$ cat config.mk
export PLATFORM = sky130hd
export DESIGN_NAME = waveform_column_peak_decimator_unit
export DESIGN_NICKNAME = d
export VERILOG_FILES = /design/src/rtl/wcpd_pkg.sv /design/src/rtl/wcpd_regs.sv /design/src/rtl/wcpd_queue.sv /design/src/rtl/wcpd_engine.sv /design/src/rtl/waveform_column_peak_decimator_unit.sv
export SDC_FILE = /design/constraint.sdc
export NUM_CORES = 2
export LEC_CHECK = 0
export BUFFER_PORTS_ARGS = -buffer_cell sky130_fd_sc_hd__buf_2
export CORE_ASPECT_RATIO = 2
export CORE_UTILIZATION = 40
export CTS_BUF_LIST = sky130_fd_sc_hd__clkbuf_8
export CTS_CLUSTER_DIAMETER = 50
export DETAILED_ROUTE_END_ITERATION = 12
export SLEW_MARGIN = 20
export SYNTH_ARGS = -nofsm -noshare
export SYNTH_HDL_FRONTEND = slang
export SYNTH_HIERARCHICAL = 1
export SYNTH_SLANG_ARGS = --single-unit
$ cat constraint.sdc
create_clock -name clk -period 6.5 [get_ports clk]
set_clock_uncertainty 0.15 [all_clocks]
set_input_delay 0.975 -clock clk [delete_from_list [all_inputs] [get_ports clk]]
set_output_delay 0.975 -clock clk [all_outputs]
set_load 0.01 [all_outputs]
$ cat src/rtl/wcpd_pkg.sv
// shared types and constants of the waveform column peak decimator
package wcpd_pkg;

  // default values of the top level parameters
  localparam int SAMPLE_BITS_DEFAULT  = 16;
  localparam int COLUMN_BITS_DEFAULT  = 14;
  localparam int MAX_CHANNELS_DEFAULT = 8;

  // register field widths
  localparam int FRAME_BITS   = 24;
  localparam int COLCNT_BITS  = 15;
  localparam int CHCNT_BITS   = 4;
  localparam int HEIGHT_BITS  = 13;
  localparam int CH_FIELD_W   = 5;
  localparam int Y_BITS       = 13;

  // boundary accumulators wrap at this width
  localparam int ACC_BITS     = 38;

  localparam int MAX_RESULTS  = 64;
  localparam int RUN_CNT_BITS = $clog2(MAX_RESULTS + 1);
  localparam int MAX_COLUMNS  = 16384;
  localparam int MAX_HEIGHT   = 4096;

  // apb register map
  localparam int ADDR_BITS    = 4;
  localparam int DATA_BITS    = 32;

  localparam int QUEUE_DEPTH  = 4;

  localparam logic [FRAME_BITS-1:0]  FRAMES_RESET   = FRAME_BITS'(1);
  localparam logic [COLCNT_BITS-1:0] COLUMNS_RESET  = COLCNT_BITS'(2000);
  localparam logic [CHCNT_BITS-1:0]  CHANNELS_RESET = CHCNT_BITS'(1);
  localparam logic [HEIGHT_BITS-1:0] HEIGHT_RESET   = HEIGHT_BITS'(200);

  typedef enum logic [1:0] {
    REG_FRAMES   = 2'd0,
    REG_COLUMNS  = 2'd1,
    REG_CHANNELS = 2'd2,
    REG_HEIGHT   = 2'd3
  } reg_idx_t;

  typedef enum logic {
    PH_PRE  = 1'b0,
    PH_POST = 1'b1
  } phase_t;

  // effective (clamped) configuration as seen by the engine
  typedef struct packed {
    logic [FRAME_BITS-1:0]  frames;
    logic [COLCNT_BITS-1:0] columns;
    logic [CH_FIELD_W-1:0]  channels;
    logic [HEIGHT_BITS-1:0] height;
    logic                   restart;
  } cfg_t;

endpackage

$ cat src/rtl/wcpd_regs.sv
// apb configuration registers with clamped copies and image restart
module wcpd_regs #(
  parameter int MAX_CHANNELS = wcpd_pkg::MAX_CHANNELS_DEFAULT
) (
  input  logic                             clk,
  input  logic                             rst,
  input  logic                             psel,
  input  logic                             penable,
  input  logic                             pwrite,
  input  logic [wcpd_pkg::ADDR_BITS-1:0]   paddr,
  input  logic [wcpd_pkg::DATA_BITS-1:0]   pwdata,
  output logic [wcpd_pkg::DATA_BITS-1:0]   prdata,
  output logic                             pready,
  output wcpd_pkg::cfg_t                   cfg
);

  localparam int CW = wcpd_pkg::CH_FIELD_W;
  localparam int DW = wcpd_pkg::DATA_BITS;

  logic [wcpd_pkg::FRAME_BITS-1:0]  raw_frames;
  logic [wcpd_pkg::COLCNT_BITS-1:0] raw_columns;
  logic [wcpd_pkg::CHCNT_BITS-1:0]  raw_channels;
  logic [wcpd_pkg::HEIGHT_BITS-1:0] raw_height;

  logic [wcpd_pkg::FRAME_BITS-1:0]  wr_frames;
  logic [wcpd_pkg::COLCNT_BITS-1:0] wr_columns;
  logic [wcpd_pkg::CHCNT_BITS-1:0]  wr_channels;
  logic [wcpd_pkg::HEIGHT_BITS-1:0] wr_height;

  logic [wcpd_pkg::FRAME_BITS-1:0]  eff_frames;
  logic [wcpd_pkg::COLCNT_BITS-1:0] eff_columns;
  logic [CW-1:0]                    eff_channels;
  logic [wcpd_pkg::HEIGHT_BITS-1:0] eff_height;

  logic               wr_en;
  wcpd_pkg::reg_idx_t idx;

  assign pready = 1'b1;
  assign wr_en  = psel && penable && pwrite && pready;
  assign idx    = wcpd_pkg::reg_idx_t'(paddr[wcpd_pkg::ADDR_BITS-1:2]);

  assign wr_frames   = pwdata[wcpd_pkg::FRAME_BITS-1:0];
  assign wr_columns  = pwdata[wcpd_pkg::COLCNT_BITS-1:0];
  assign wr_channels = pwdata[wcpd_pkg::CHCNT_BITS-1:0];
  assign wr_height   = pwdata[wcpd_pkg::HEIGHT_BITS-1:0];

  // zero acts as one; oversize columns, channels and height clamp
  always_comb begin
    eff_frames = (wr_frames == '0) ? wcpd_pkg::FRAME_BITS'(1) : wr_frames;
    if (wr_columns == '0) begin
      eff_columns = wcpd_pkg::COLCNT_BITS'(1);
    end else if (wr_columns > wcpd_pkg::COLCNT_BITS'(wcpd_pkg::MAX_COLUMNS)) begin
      eff_columns = wcpd_pkg::COLCNT_BITS'(wcpd_pkg::MAX_COLUMNS);
    end else begin
      eff_columns = wr_columns;
    end
    if (wr_channels == '0) begin
      eff_channels = CW'(1);
    end else if (CW'(wr_channels) > CW'(MAX_CHANNELS)) begin
      eff_channels = CW'(MAX_CHANNELS);
    end else begin
      eff_channels = CW'(wr_channels);
    end
    if (wr_height == '0) begin
      eff_height = wcpd_pkg::HEIGHT_BITS'(1);
    end else if (wr_height > wcpd_pkg::HEIGHT_BITS'(wcpd_pkg::MAX_HEIGHT)) begin
      eff_height = wcpd_pkg::HEIGHT_BITS'(wcpd_pkg::MAX_HEIGHT);
    end else begin
      eff_height = wr_height;
    end
  end

  always_ff @(posedge clk) begin
    if (rst) begin
      raw_frames   <= wcpd_pkg::FRAMES_RESET;
      raw_columns  <= wcpd_pkg::COLUMNS_RESET;
      raw_channels <= wcpd_pkg::CHANNELS_RESET;
      raw_height   <= wcpd_pkg::HEIGHT_RESET;
      cfg.frames   <= wcpd_pkg::FRAMES_RESET;
      cfg.columns  <= wcpd_pkg::COLUMNS_RESET;
      cfg.channels <= CW'(1);
      cfg.height   <= wcpd_pkg::HEIGHT_RESET;
      cfg.restart  <= 1'b1;
    end else begin
      cfg.restart <= wr_en;
      if (wr_en) begin
        unique case (idx)
          wcpd_pkg::REG_FRAMES: begin
            raw_frames <= wr_frames;
            cfg.frames <= eff_frames;
          end
          wcpd_pkg::REG_COLUMNS: begin
            raw_columns <= wr_columns;
            cfg.columns <= eff_columns;
          end
          wcpd_pkg::REG_CHANNELS: begin
            raw_channels <= wr_channels;
            cfg.channels <= eff_channels;
          end
          wcpd_pkg::REG_HEIGHT: begin
            raw_height <= wr_height;
            cfg.height <= eff_height;
          end
          default: begin
          end
        endcase
      end
    end
  end

  always_comb begin
    unique case (idx)
      wcpd_pkg::REG_FRAMES:   prdata = DW'(raw_frames);
      wcpd_pkg::REG_COLUMNS:  prdata = DW'(raw_columns);
      wcpd_pkg::REG_CHANNELS: prdata = DW'(raw_channels);
      wcpd_pkg::REG_HEIGHT:   prdata = DW'(raw_height);
      default:                prdata = '0;
    endcase
  end

endmodule

$ cat src/rtl/wcpd_queue.sv
// front end: accepts samples into a short queue ahead of the column engine
module wcpd_queue #(
  parameter int SAMPLE_BITS = wcpd_pkg::SAMPLE_BITS_DEFAULT
) (
  input  logic                          clk,
  input  logic                          rst,
  input  logic signed [SAMPLE_BITS-1:0] sample,
  input  logic                          sample_valid,
  output logic                          sample_ready,
  output logic signed [SAMPLE_BITS-1:0] head_sample,
  output logic                          head_valid,
  input  logic                          pop
);

  localparam int QD = wcpd_pkg::QUEUE_DEPTH;
  localparam int QA = $clog2(QD);

  logic signed [SAMPLE_BITS-1:0] store [QD];
  logic [QA-1:0]                 wptr;
  logic [QA-1:0]                 rptr;
  logic [QA:0]                   fill;
  logic                          push;

  assign sample_ready = (fill != (QA+1)'(QD));
  assign head_valid   = (fill != '0);
  assign head_sample  = store[rptr];
  assign push         = sample_valid && sample_ready;

  always_ff @(posedge clk) begin
    if (push) begin
      store[wptr] <= sample;
    end
  end

  always_ff @(posedge clk) begin
    if (rst) begin
      wptr <= '0;
      rptr <= '0;
      fill <= '0;
    end else begin
      if (push) begin
        wptr <= wptr + QA'(1);
      end
      if (pop) begin
        rptr <= rptr + QA'(1);
      end
      unique case ({push, pop})
        2'b10:   fill <= fill + (QA+1)'(1);
        2'b01:   fill <= fill - (QA+1)'(1);
        default: fill <= fill;
      endcase
    end
  end

`ifndef ASSERT_OFF
  a_pop_nonempty: assert property (@(posedge clk) disable iff (rst)
    pop |-> head_valid)
    else $error("queue popped while empty");
`endif

endmodule

$ cat src/rtl/wcpd_engine.sv
// back end: min/max tracking, column closing, y scaling and result register
module wcpd_engine #(
  parameter int SAMPLE_BITS  = wcpd_pkg::SAMPLE_BITS_DEFAULT,
  parameter int COLUMN_BITS  = wcpd_pkg::COLUMN_BITS_DEFAULT,
  parameter int MAX_CHANNELS = wcpd_pkg::MAX_CHANNELS_DEFAULT
) (
  input  logic                            clk,
  input  logic                            rst,
  input  wcpd_pkg::cfg_t                  cfg,
  input  logic signed [SAMPLE_BITS-1:0]   head_sample,
  input  logic                            head_valid,
  output logic                            pop,
  output logic                            result_valid,
  input  logic                            result_ready,
  output logic [COLUMN_BITS-1:0]          column_index,
  output logic [wcpd_pkg::Y_BITS-1:0]     y_low,
  output logic [wcpd_pkg::Y_BITS-1:0]     y_high,
  output logic                            last_of_run,
  output logic                            image_done
);

  localparam int SB   = SAMPLE_BITS;
  localparam int AW   = wcpd_pkg::ACC_BITS;
  localparam int NW   = wcpd_pkg::COLCNT_BITS;
  localparam int FW   = wcpd_pkg::FRAME_BITS;
  localparam int CW   = wcpd_pkg::CH_FIELD_W;
  localparam int RW   = wcpd_pkg::RUN_CNT_BITS;
  localparam int HW   = wcpd_pkg::HEIGHT_BITS;
  localparam int YW   = wcpd_pkg::Y_BITS;
  localparam int PW   = (MAX_CHANNELS > 1) ? $clog2(MAX_CHANNELS) : 1;
  localparam int NUMW = HW + SB + 1;

  localparam logic signed [SB-1:0] SAMPLE_MAX  = {1'b0, {(SB-1){1'b1}}};
  localparam logic signed [SB-1:0] SAMPLE_MIN  = {1'b1, {(SB-1){1'b0}}};
  localparam logic [NUMW-1:0]      HALF_ROUND  = NUMW'(1) << (SB - 1);

  wcpd_pkg::phase_t state;
  wcpd_pkg::phase_t state_next;

  logic [NW-1:0]         next_col;
  logic [FW-1:0]         frames_done;
  logic [PW-1:0]         chan_pos;
  logic [AW-1:0]         col_acc;
  logic [AW-1:0]         frame_acc;
  logic signed [SB-1:0]  run_min;
  logic signed [SB-1:0]  run_max;
  logic                  has_data;
  logic [RW-1:0]         run_count;

  // most recent result of the current item, held until we know if it is the last
  logic                  pend_valid;
  logic [NW-1:0]         pend_col;
  logic signed [SB-1:0]  pend_lo;
  logic signed [SB-1:0]  pend_hi;
  logic                  pend_done;

  logic                  slot_free;
  logic                  go;
  logic                  close_cond;
  logic                  post_cond;
  logic                  active;
  logic                  frame_end;
  logic [CW-1:0]         pos_inc;
  logic [AW-1:0]         frame_acc_step;
  logic                  below_limit;
  logic                  cols_left;
  logic                  gen;
  logic                  take;
  logic                  finish;

  function automatic logic [YW-1:0] y_of(input logic signed [SB-1:0] s,
                                         input logic [HW-1:0] h);
    logic [SB-1:0]   off;
    logic [NUMW-1:0] num;
    begin
      // s + 2^(SB-1) is the sample with its sign bit flipped
      off = {~s[SB-1], s[SB-2:0]};
      num = NUMW'(h) * NUMW'(off) + HALF_ROUND;
      y_of = num[SB +: YW];
    end
  endfunction

  assign slot_free      = !result_valid || result_ready;
  assign go             = head_valid && !cfg.restart && !(pend_valid && !slot_free);
  assign below_limit    = run_count < RW'(wcpd_pkg::MAX_RESULTS);
  assign cols_left      = next_col < cfg.columns;
  assign close_cond     = below_limit && cols_left && (col_acc < frame_acc);
  assign frame_acc_step = frame_acc + AW'(cfg.columns);
  assign post_cond      = below_limit && cols_left && (col_acc < frame_acc_step);
  assign active         = cols_left && (frames_done < cfg.frames);
  assign pos_inc        = CW'(chan_pos) + CW'(1);
  assign frame_end      = pos_inc >= cfg.channels;
  assign pop            = finish;

  always_ff @(posedge clk) begin
    if (rst || cfg.restart) begin
      state <= wcpd_pkg::PH_PRE;
    end else begin
      state <= state_next;
    end
  end

  always_comb begin
    state_next = state;
    gen        = 1'b0;
    take       = 1'b0;
    finish     = 1'b0;
    unique case (state)
      wcpd_pkg::PH_PRE: begin
        if (go) begin
          if (close_cond) begin
            gen = 1'b1;
          end else begin
            take = active;
            if (active && frame_end && post_cond) begin
              state_next = wcpd_pkg::PH_POST;
            end else begin
              finish = 1'b1;
            end
          end
        end
      end
      wcpd_pkg::PH_POST: begin
        if (go) begin
          if (close_cond) begin
            gen = 1'b1;
          end else begin
            finish     = 1'b1;
            state_next = wcpd_pkg::PH_PRE;
          end
        end
      end
      default: begin
        state_next = wcpd_pkg::PH_PRE;
      end
    endcase
  end

  always_ff @(posedge clk) begin
    if (rst) begin
      next_col    <= '0;
      frames_done <= '0;
      chan_pos    <= '0;
      has_data    <= 1'b0;
      run_count   <= '0;
      run_min     <= SAMPLE_MAX;
      run_max     <= SAMPLE_MIN;
    end else if (cfg.restart) begin
      next_col    <= '0;
      frames_done <= '0;
      chan_pos    <= '0;
      has_data    <= 1'b0;
      run_count   <= '0;
      run_min     <= SAMPLE_MAX;
      run_max     <= SAMPLE_MIN;
      col_acc     <= AW'(cfg.frames);
      frame_acc   <= AW'(cfg.columns);
    end else begin
      if (gen) begin
        next_col  <= next_col + NW'(1);
        col_acc   <= col_acc + AW'(cfg.frames);
        run_min   <= SAMPLE_MAX;
        run_max   <= SAMPLE_MIN;
        has_data  <= 1'b0;
        run_count <= run_count + RW'(1);
      end
      if (take) begin
        if (head_sample < run_min) begin
          run_min <= head_sample;
        end
        if (head_sample > run_max) begin
          run_max <= head_sample;
        end
        has_data <= 1'b1;
        if (frame_end) begin
          chan_pos    <= '0;
          frames_done <= frames_done + FW'(1);
          frame_acc   <= frame_acc_step;
        end else begin
          chan_pos <= chan_pos + PW'(1);
        end
      end
      if (finish) begin
        run_count <= '0;
      end
    end
  end

  // pending result stage
  always_ff @(posedge clk) begin
    if (rst) begin
      pend_valid <= 1'b0;
    end else if (gen) begin
      pend_valid <= 1'b1;
    end else if (finish) begin
      pend_valid <= 1'b0;
    end
  end

  always_ff @(posedge clk) begin
    if (gen) begin
      pend_col  <= next_col;
      pend_lo   <= has_data ? run_min : '0;
      pend_hi   <= has_data ? run_max : '0;
      pend_done <= (next_col == cfg.columns - NW'(1));
    end
  end

  // result register, y scaling on the way in
  always_ff @(posedge clk) begin
    if (rst) begin
      result_valid <= 1'b0;
    end else if (pend_valid && (gen || finish)) begin
      result_valid <= 1'b1;
    end else if (result_ready) begin
      result_valid <= 1'b0;
    end
  end

  always_ff @(posedge clk) begin
    if (pend_valid && (gen || finish)) begin
      column_index <= COLUMN_BITS'(pend_col);
      y_low        <= y_of(pend_lo, cfg.height);
      y_high       <= y_of(pend_hi, cfg.height);
      last_of_run  <= finish;
      image_done   <= pend_done;
    end
  end

`ifndef ASSERT_OFF
  a_run_limit: assert property (@(posedge clk) disable iff (rst)
    run_count <= RW'(wcpd_pkg::MAX_RESULTS))
    else $error("more results than allowed for one transaction");
  a_post_has_item: assert property (@(posedge clk) disable iff (rst)
    (state == wcpd_pkg::PH_POST) |-> head_valid)
    else $error("closing phase without an item in progress");
  a_pend_held: assert property (@(posedge clk) disable iff (rst || cfg.restart)
    (pend_valid && !slot_free) |=> (pend_valid && $stable(pend_col)))
    else $error("pending result lost while output stalled");
  a_col_bound: assert property (@(posedge clk) disable iff (rst)
    !cfg.restart |-> (next_col <= cfg.columns))
    else $error("column counter ran past the column count");
`endif

endmodule

$ cat src/rtl/waveform_column_peak_decimator_unit.sv
// top level of the waveform column peak decimator
// Takes one interleaved audio sample per transaction and gives, for every pixel column that
// closes, the column index and the rounded y positions of its minimum and maximum. A sample
// that closes no column is popped without waiting; unless a stalled output holds the engine, a
// steady stream runs at one sample per clock and the engine closes one column per cycle, with a
// closing phase for columns that close at a frame's end. A four-entry sample queue
// in front of the engine and a result register behind it let input and output stall apart.
// Any register write restarts the image; write only while no transaction is in flight.
module waveform_column_peak_decimator_unit #(
  parameter int SAMPLE_BITS  = wcpd_pkg::SAMPLE_BITS_DEFAULT,
  parameter int COLUMN_BITS  = wcpd_pkg::COLUMN_BITS_DEFAULT,
  parameter int MAX_CHANNELS = wcpd_pkg::MAX_CHANNELS_DEFAULT
) (
  input  logic                            clk,
  input  logic                            rst,
  input  logic                            psel,
  input  logic                            penable,
  input  logic                            pwrite,
  input  logic [wcpd_pkg::ADDR_BITS-1:0]  paddr,
  input  logic [wcpd_pkg::DATA_BITS-1:0]  pwdata,
  output logic [wcpd_pkg::DATA_BITS-1:0]  prdata,
  output logic                            pready,
  input  logic signed [SAMPLE_BITS-1:0]   sample,
  input  logic                            sample_valid,
  output logic                            sample_ready,
  output logic                            result_valid,
  input  logic                            result_ready,
  output logic [COLUMN_BITS-1:0]          column_index,
  output logic [wcpd_pkg::Y_BITS-1:0]     y_low,
  output logic [wcpd_pkg::Y_BITS-1:0]     y_high,
  output logic                            last_of_run,
  output logic                            image_done
);

  wcpd_pkg::cfg_t                cfg;
  logic signed [SAMPLE_BITS-1:0] head_sample;
  logic                          head_valid;
  logic                          pop;

  wcpd_regs #(
    .MAX_CHANNELS(MAX_CHANNELS)
  ) u_regs (
    .clk    (clk),
    .rst    (rst),
    .psel   (psel),
    .penable(penable),
    .pwrite (pwrite),
    .paddr  (paddr),
    .pwdata (pwdata),
    .prdata (prdata),
    .pready (pready),
    .cfg    (cfg)
  );

  wcpd_queue #(
    .SAMPLE_BITS(SAMPLE_BITS)
  ) u_queue (
    .clk         (clk),
    .rst         (rst),
    .sample      (sample),
    .sample_valid(sample_valid),
    .sample_ready(sample_ready),
    .head_sample (head_sample),
    .head_valid  (head_valid),
    .pop         (pop)
  );

  wcpd_engine #(
    .SAMPLE_BITS (SAMPLE_BITS),
    .COLUMN_BITS (COLUMN_BITS),
    .MAX_CHANNELS(MAX_CHANNELS)
  ) u_engine (
    .clk         (clk),
    .rst         (rst),
    .cfg         (cfg),
    .head_sample (head_sample),
    .head_valid  (head_valid),
    .pop         (pop),
    .result_valid(result_valid),
    .result_ready(result_ready),
    .column_index(column_index),
    .y_low       (y_low),
    .y_high      (y_high),
    .last_of_run (last_of_run),
    .image_done  (image_done)
  );

endmodule
* Yosys cells after proc, flatten, opt, wreduce, memory -nomap -nowiden
Memory sizes are Yosys's and may differ from the RTL's. A register that Yosys moved wholly into a read port is not among the register bits. Cells that the tools add are included.
Storage, ports and cells: word-level logic and storage cells 163, memories 1, bits in registers 371, RAM bits 64, input bits 59
Cells by class: reduce and logical (&&, ||, !) cells 42, magnitude comparators 11, multipliers 2, bitwise operators 4, add/subtract/negate cells 14, equal/unequal tests 7, mux-type cells 47
Memories:
- u_queue.store | words 4, width 16, rd ports 1, clocked after Yosys merged registers in 1, write ports 1, line wcpd_queue.sv:18 | logic signed [SAMPLE_BITS-1:0] store [QD];
Operators with widths (number):
- $pmux 32 s4 | 1
- $mux 38 | 3
- $mux 16 | 6
- $lt 38x38->1 | 2
- $add 29x16->29 const B | 2
- $mul 13x16->29 | 2
- $mux 24 | 2
- $mux 15 | 3
- $add 38x15->38 | 1
- $add 38x24->38 | 1
- $mux 13 | 2
- $add 24x1->24 const B | 1
- $logic_not 24->1 | 1
- $lt 24x24->1 | 1
- $mux 1 | 22
- $gt 16x16->1 | 1
- $lt 16x16->1 | 1
- $add 15x1->15 const B | 1
- $eq 15x15->1 | 1
- $gt 15x15->1 const B | 1
- $logic_not 15->1 | 1
- $lt 15x15->1 | 1
- $sub 15x1->15 const B | 1
- $reduce_bool 2->1 | 7
- 30 further kinds | 62

* Longest topological paths before layout
word-level depth 11, mapped depth 26, gate-level depth less buffers 26

* By module
Netlist, hierarchy kept.
Modules (own cells, without submodules):
- wcpd_engine | seq. area each 6656.4 um^2, instances 1, cells each 3048, area each 28597.4 um^2
- wcpd_regs | seq. area each 2262.2 um^2, instances 1, cells each 542, area each 4568.1 um^2
- wcpd_queue | seq. area each 2102.0 um^2, instances 1, cells each 135, area each 2808.9 um^2

* Worst setup path after synthesis
Ideal clock, no wire load.
path type flip-flop to flip-flop, from register, netlist name u_regs/cfg[2], to register u_engine/y_low[12] (netlist bit) (data pin), arrival time 6.073 ns, buffers on the path 2, required time 6.092 ns, cell stages (with the launch flop) 24, slack 0.019 ns, cells stage by stage dfxtp_1 > clkbuf_1 > clkbuf_1 > nand2_1 > fa_1 > inv_1 > fa_1 > fa_1 > inv_1 > fa_1 > inv_1 > fa_1 > ha_1 > ha_1 > a211oi_1 > o21ai_1 > a211oi_1 > a2111oi_2 > o311a_1 > o211a_1 > o21a_1 > o21a_1 > nor2_1 > xnor2_1
On the way: word-level cells in the longest chain between the ends 2
RTL lines:
- $mul 13x16->29 | line wcpd_engine.sv:78 | num = NUMW'(h) * NUMW'(off) + HALF_ROUND;
- $add 29x16->29 | line wcpd_engine.sv:78
- end signal, assigned | line wcpd_engine.sv:223 | y_low <= y_of(pend_lo, cfg.height);
- end, declared | line wcpd_engine.sv:16 | output logic [wcpd_pkg::Y_BITS-1:0] y_low,
No other way between the ends. A chain may end at the register's enable or synchronous reset.

* Worst setup path in the final report
from register u_engine.pend_lo[9], to register u_engine/y_low[12] (netlist bit) (data pin)
On the way: word-level cells in the longest chain between the ends 2
RTL lines:
- start, declared | line wcpd_engine.sv:53 | logic signed [SB-1:0] pend_lo;
- start signal, assigned | line wcpd_engine.sv:203 | pend_lo <= has_data ? run_min : '0;
- $mul 13x16->29 | line wcpd_engine.sv:78
- $add 29x16->29 | line wcpd_engine.sv:78
No other way between the ends.

==> run metrics <==
initial core utilization 0.403; slew margin rel. 0.312; gp weighted congestion approximately 0.9; Sink Count ~440; Worst R2R Start u_engine/pend_lo[9]; post-synthesis mux area share 0.0205; first-pass GRT wire length 156000 um; crit path max fanout 4; sequential area share after synthesis 0.306; outcome complete, no violations; Hold Path Stages 0; fraction of registers with async set/reset 0; EDFF count, synth 229; worst r2r dst u_engine/y_low[12]; dpl ws -0.244 ns; CTS clk-pin slew, worst paths about 0.070 ns; clk root buf clkbuf_8; peak supply drop ~180 uV; cts bufs inserted 70; Synth Instances about 3700; total congestion overflow 0; max-slew violations 0; main flop type after synthesis edfxtp_1; clock group share of total power 0.321; Seq pwr share 0.370; vias in the first global route between 20000 and 30000; HP Start u_engine/pend_col[10]; DRC violations left 0; H-Tree Depth 3; cells on worst reg2reg path 22; hold worst-path end u_engine/column_index[10]; Distinct cells, synth 90; I/O pin cnt approximately 140; post-synthesis average cell area approximately 9.7 um2; Synth Area in Compound Gates 0.0959; f_max 155 MHz; Yosys reg bits approximately 440; drt first-iter violations roughly 1200; largest net degree at the start of global routing between 90 and 100; worst path bufs/invs 4; vias between 20000 and 30000; internal power roughly 5.7 mW; Via-to-Cell Ratio 5.26; Die Width between 200 and 250 um; die height 426 um; Final Setup Violations 0; max incr delay on CP around 0.6 ns; final hold violations 0; R2R Setup Slk about 0.040 ns; Layout area overhead 14.4%; DP HPWL around 80000 um; row count 155; crit path kind reg -> reg; period utilisation layout 0.994; Die Footprint approximately 0.091 mm2; Leakage approximately 18 nW; slowest cell on the critical path fa_1; switching part of the total 0.323; Power, Total 8.49 mW; total wire length 102000 um; Final Worst Setup Slack slightly below 0.04 ns; main combinational cell family by area after synthesis adder cells; Post-Synth XOR/XNOR Area 0.0302; P_sw approximately 2.7 mW; CP top delay family adder cells; drt wl/cell ~20 um; Crit path top cell by count fa_1; simple-gate share of the synthesized area 0.165; PwrDens 206 mW/mm2; max_cap viols 0; startpoint class of the critical path register; Hold WC Path Type reg -> reg; Port Buffers between 100 and 150; Core ar. slightly below 0.09 mm2; Synth Area in Adders 0.304; Combinational Power Share 0.309; Worst-Margin Slew between 1 and 1.5 ns; latest clock arrival within the worst-skew pair between 0.7 and 0.8 ns; Critical path origin u_engine/pend_lo[9]; antenna viol nets, final 0; antenna violations before repair 7; crit-path cells buf_6 > buf_4 > and2_1 > fa_1 > inv_1 > fa_2 > fa_1 > inv_1 > fa_1 > fa_1 > ha_4 > ha_4 > nor3_4 > o21ai_2 > a211oi_2 > a2111oi_4 > o311a_1 > o211a_1 > o21a_1 > o21a_1 > nor2_2 > xnor2_1; WP data required between 6 and 7 ns; ratio of cells with drive above 1 in the final layout 0.143; mapped cell area about 0.036 mm2; kind of end point of the critical path register; Nets about 4700; Synth Warn # 6; drt pass-1 iters 5; Crit path arrival time between 6 and 7 ns; post-route minimum period about 6.5 ns; RSZ-0062 raised after global routing yes; CTS tree yes; CTS max path bufs 3; GRT Resource Usage Total 0.223
-- layout by cell type, fill, tap and decap left out, types with 16 or more instances in the layout --
cell type    n
clkbuf_8    78
o31ai_1     16
edfxtp_1   229
and2_1     205
nand2b_1    27
o211ai_1    17
nand3b_1    20
fa_1       295
nor2b_1     34
and3_1      19
nor3_1      42
buf_4      167
dfxtp_1    194
xnor2_1     79
nand4_1     51
nor2_1     150
mux2i_1     23
or3_1       24
buf_2      115
ha_1       359
buf_6       17
inv_1      512
nand2_1    496
buf_12      16
a21o_1      61
ha_4        21
xor2_1      44
nand3_1     56
nor4_1      17
o21ai_0     91
a21oi_1    189
-- Yosys cell counts, drive strengths merged, types with 7 or more instances --
| master | n | share of area |
|---|---|---|
| a211o | 7 | 0.0017 |
| nor4 | 18 | 0.0035 |
| or4 | 15 | 0.0031 |
| a22o | 15 | 0.0037 |
| inv | 507 | 0.053 |
| clkbuf | 119 | 0.013 |
| ha | 380 | 0.13 |
| nor2 | 156 | 0.016 |
| a21oi | 195 | 0.027 |
| buf | 55 | 0.011 |
| mux4 | 20 | 0.013 |
| and3 | 19 | 0.0033 |
| nand4 | 51 | 0.0089 |
| nor3 | 50 | 0.0074 |
| o21a | 16 | 0.0033 |
| o211ai | 17 | 0.0035 |
| nand3b | 21 | 0.0045 |
| xnor2 | 79 | 0.019 |
| o32a | 15 | 0.0042 |
| a211oi | 18 | 0.0038 |
| o21bai | 12 | 0.0025 |
| xor2 | 45 | 0.011 |
| nand3 | 59 | 0.0088 |
| edfxtp | 229 | 0.19 |
| a21o | 61 | 0.013 |
| dfxtp | 207 | 0.12 |
| o21ai | 100 | 0.014 |
| o311ai | 7 | 0.0017 |
| nand2 | 499 | 0.052 |
| a31oi | 12 | 0.0021 |
| nand2b | 27 | 0.0047 |
| and2 | 213 | 0.037 |
| fa | 309 | 0.17 |
| o41ai | 10 | 0.0024 |
| mux2i | 23 | 0.0064 |
| and4 | 9 | 0.0022 |
| nor2b | 34 | 0.0059 |
| or3 | 24 | 0.0042 |
| o31ai | 16 | 0.0033 |
-- logic make-up after synthesis --
family	after synthesis
fa+ha+maj	689
mux	46
simple gates	1208
other cells	2
compound gates	538
buf+inv	682
xor+xnor	124
flops	436
-- how the worst max path moves through the flow --
stage / slack, ns / depth (start not counted) / end
after detailed placement: -0.24 / 23 / u_engine/y_low[12]
after global placement: -0.26 / 23 / u_engine/y_low[12]
after floorplan: 0.02 / 23 / u_engine/y_low[12]
after CTS: -0.03 / 24 / u_engine/y_low[12]
after global routing: -0.15 / 22 / u_engine/y_low[12]
final: 0.04 / 22 / u_engine/y_low[12]
-- stage by stage --
stage / setup TNS (ns) / instances / hold slack [ns] / utilization / instance area, um2
global placement: -0.735 / 5022 / 0.255 / 0.433 / 38700
detailed placement: -0.898 / 5022 / 0.258 / 0.433 / 38700
floorplan: 0 / 3733 / 0.250 / - / 36000
global route: -0.174 / 5184 / 0.269 / 0.461 / 41200
finish: 0 / 5185 / 0.264 / 0.461 / 41200
CTS: -0.0256 / 5156 / 0.239 / 0.453 / 40400
-- final cells by class --
class	instances	area, um2
inverter	507	1900
antenna	2	5.00
sequential	436	11000
multi-input combinational	2615	22700
fill	8606	48000
clock inverter	50	503
timing repair buffer	320	2440
tap	1177	1470
clock buffer	78	1070
-- repair_timing --
| item | 4_1_cts | 5_1_grt |
|---|---|---|
| pin swaps | 24 | 75 |
| hold endpoints to repair | 0 | 0 |
| setup buffers | 6 | 27 |
| gates resized for setup | 28 | 110 |
| endpoints found under the setup margin | 8 | 12 |
| cloned | 0 | 2 |
| hold buffers | 0 | 0 |
-- power by group through the flow --
stage	clock network, mW	logic [mW]	registers [mW]
after global placement	0	2.21	3.20
after CTS	2.83	2.37	3.14
after global routing	2.93	2.92	3.15
final	2.73	2.62	3.14
after floorplan	0	1.48	3.16
after detailed placement	0	2.23	3.20
-- worst register-to-register path, stage by stage (launching register included) --
cell and delay [ns]:
edfxtp_1 0.45, buf_6 0.16, buf_4 0.12, and2_1 0.16
fa_1 0.50, inv_1 0.06, fa_2 0.52, fa_1 0.57
inv_1 0.06, fa_1 0.46, fa_1 0.61, ha_4 0.23
ha_4 0.18, nor3_4 0.20, o21ai_2 0.10, a211oi_2 0.25
a2111oi_4 0.12, o311a_1 0.40, o211a_1 0.28, o21a_1 0.21
o21a_1 0.21, nor2_2 0.10, xnor2_1 0.06
-- metal layers --
layer | vias up | GRT usage | share of wire
li1 | 12900 | - | -
met1 | 13400 | 0.200 | 0.33
met2 | 642 | 0.443 | 0.56
met3 | 333 | 0.0276 | 0.030
met4 | 4 | 0.174 | 0.087
met5 | - | 0 | 0.00025
-- state kept, by name, indices dropped and copies added, names as in the netlist, 14 cells and up, named ones only --
name / flops
u_engine/run_max: 16
u_engine/next_col: 15
u_engine/column_index: 14
u_engine/pend_lo: 16
u_engine/pend_hi: 16
u_engine/run_min: 16
u_regs/raw_columns: 15
u_queue/store: 64
u_engine/pend_col: 14
u_regs/cfg: 57
u_engine/frame_acc: 38
u_engine/frames_done: 24
u_regs/raw_frames: 24
u_engine/col_acc: 38
Power figures use the tool's default switching activity.
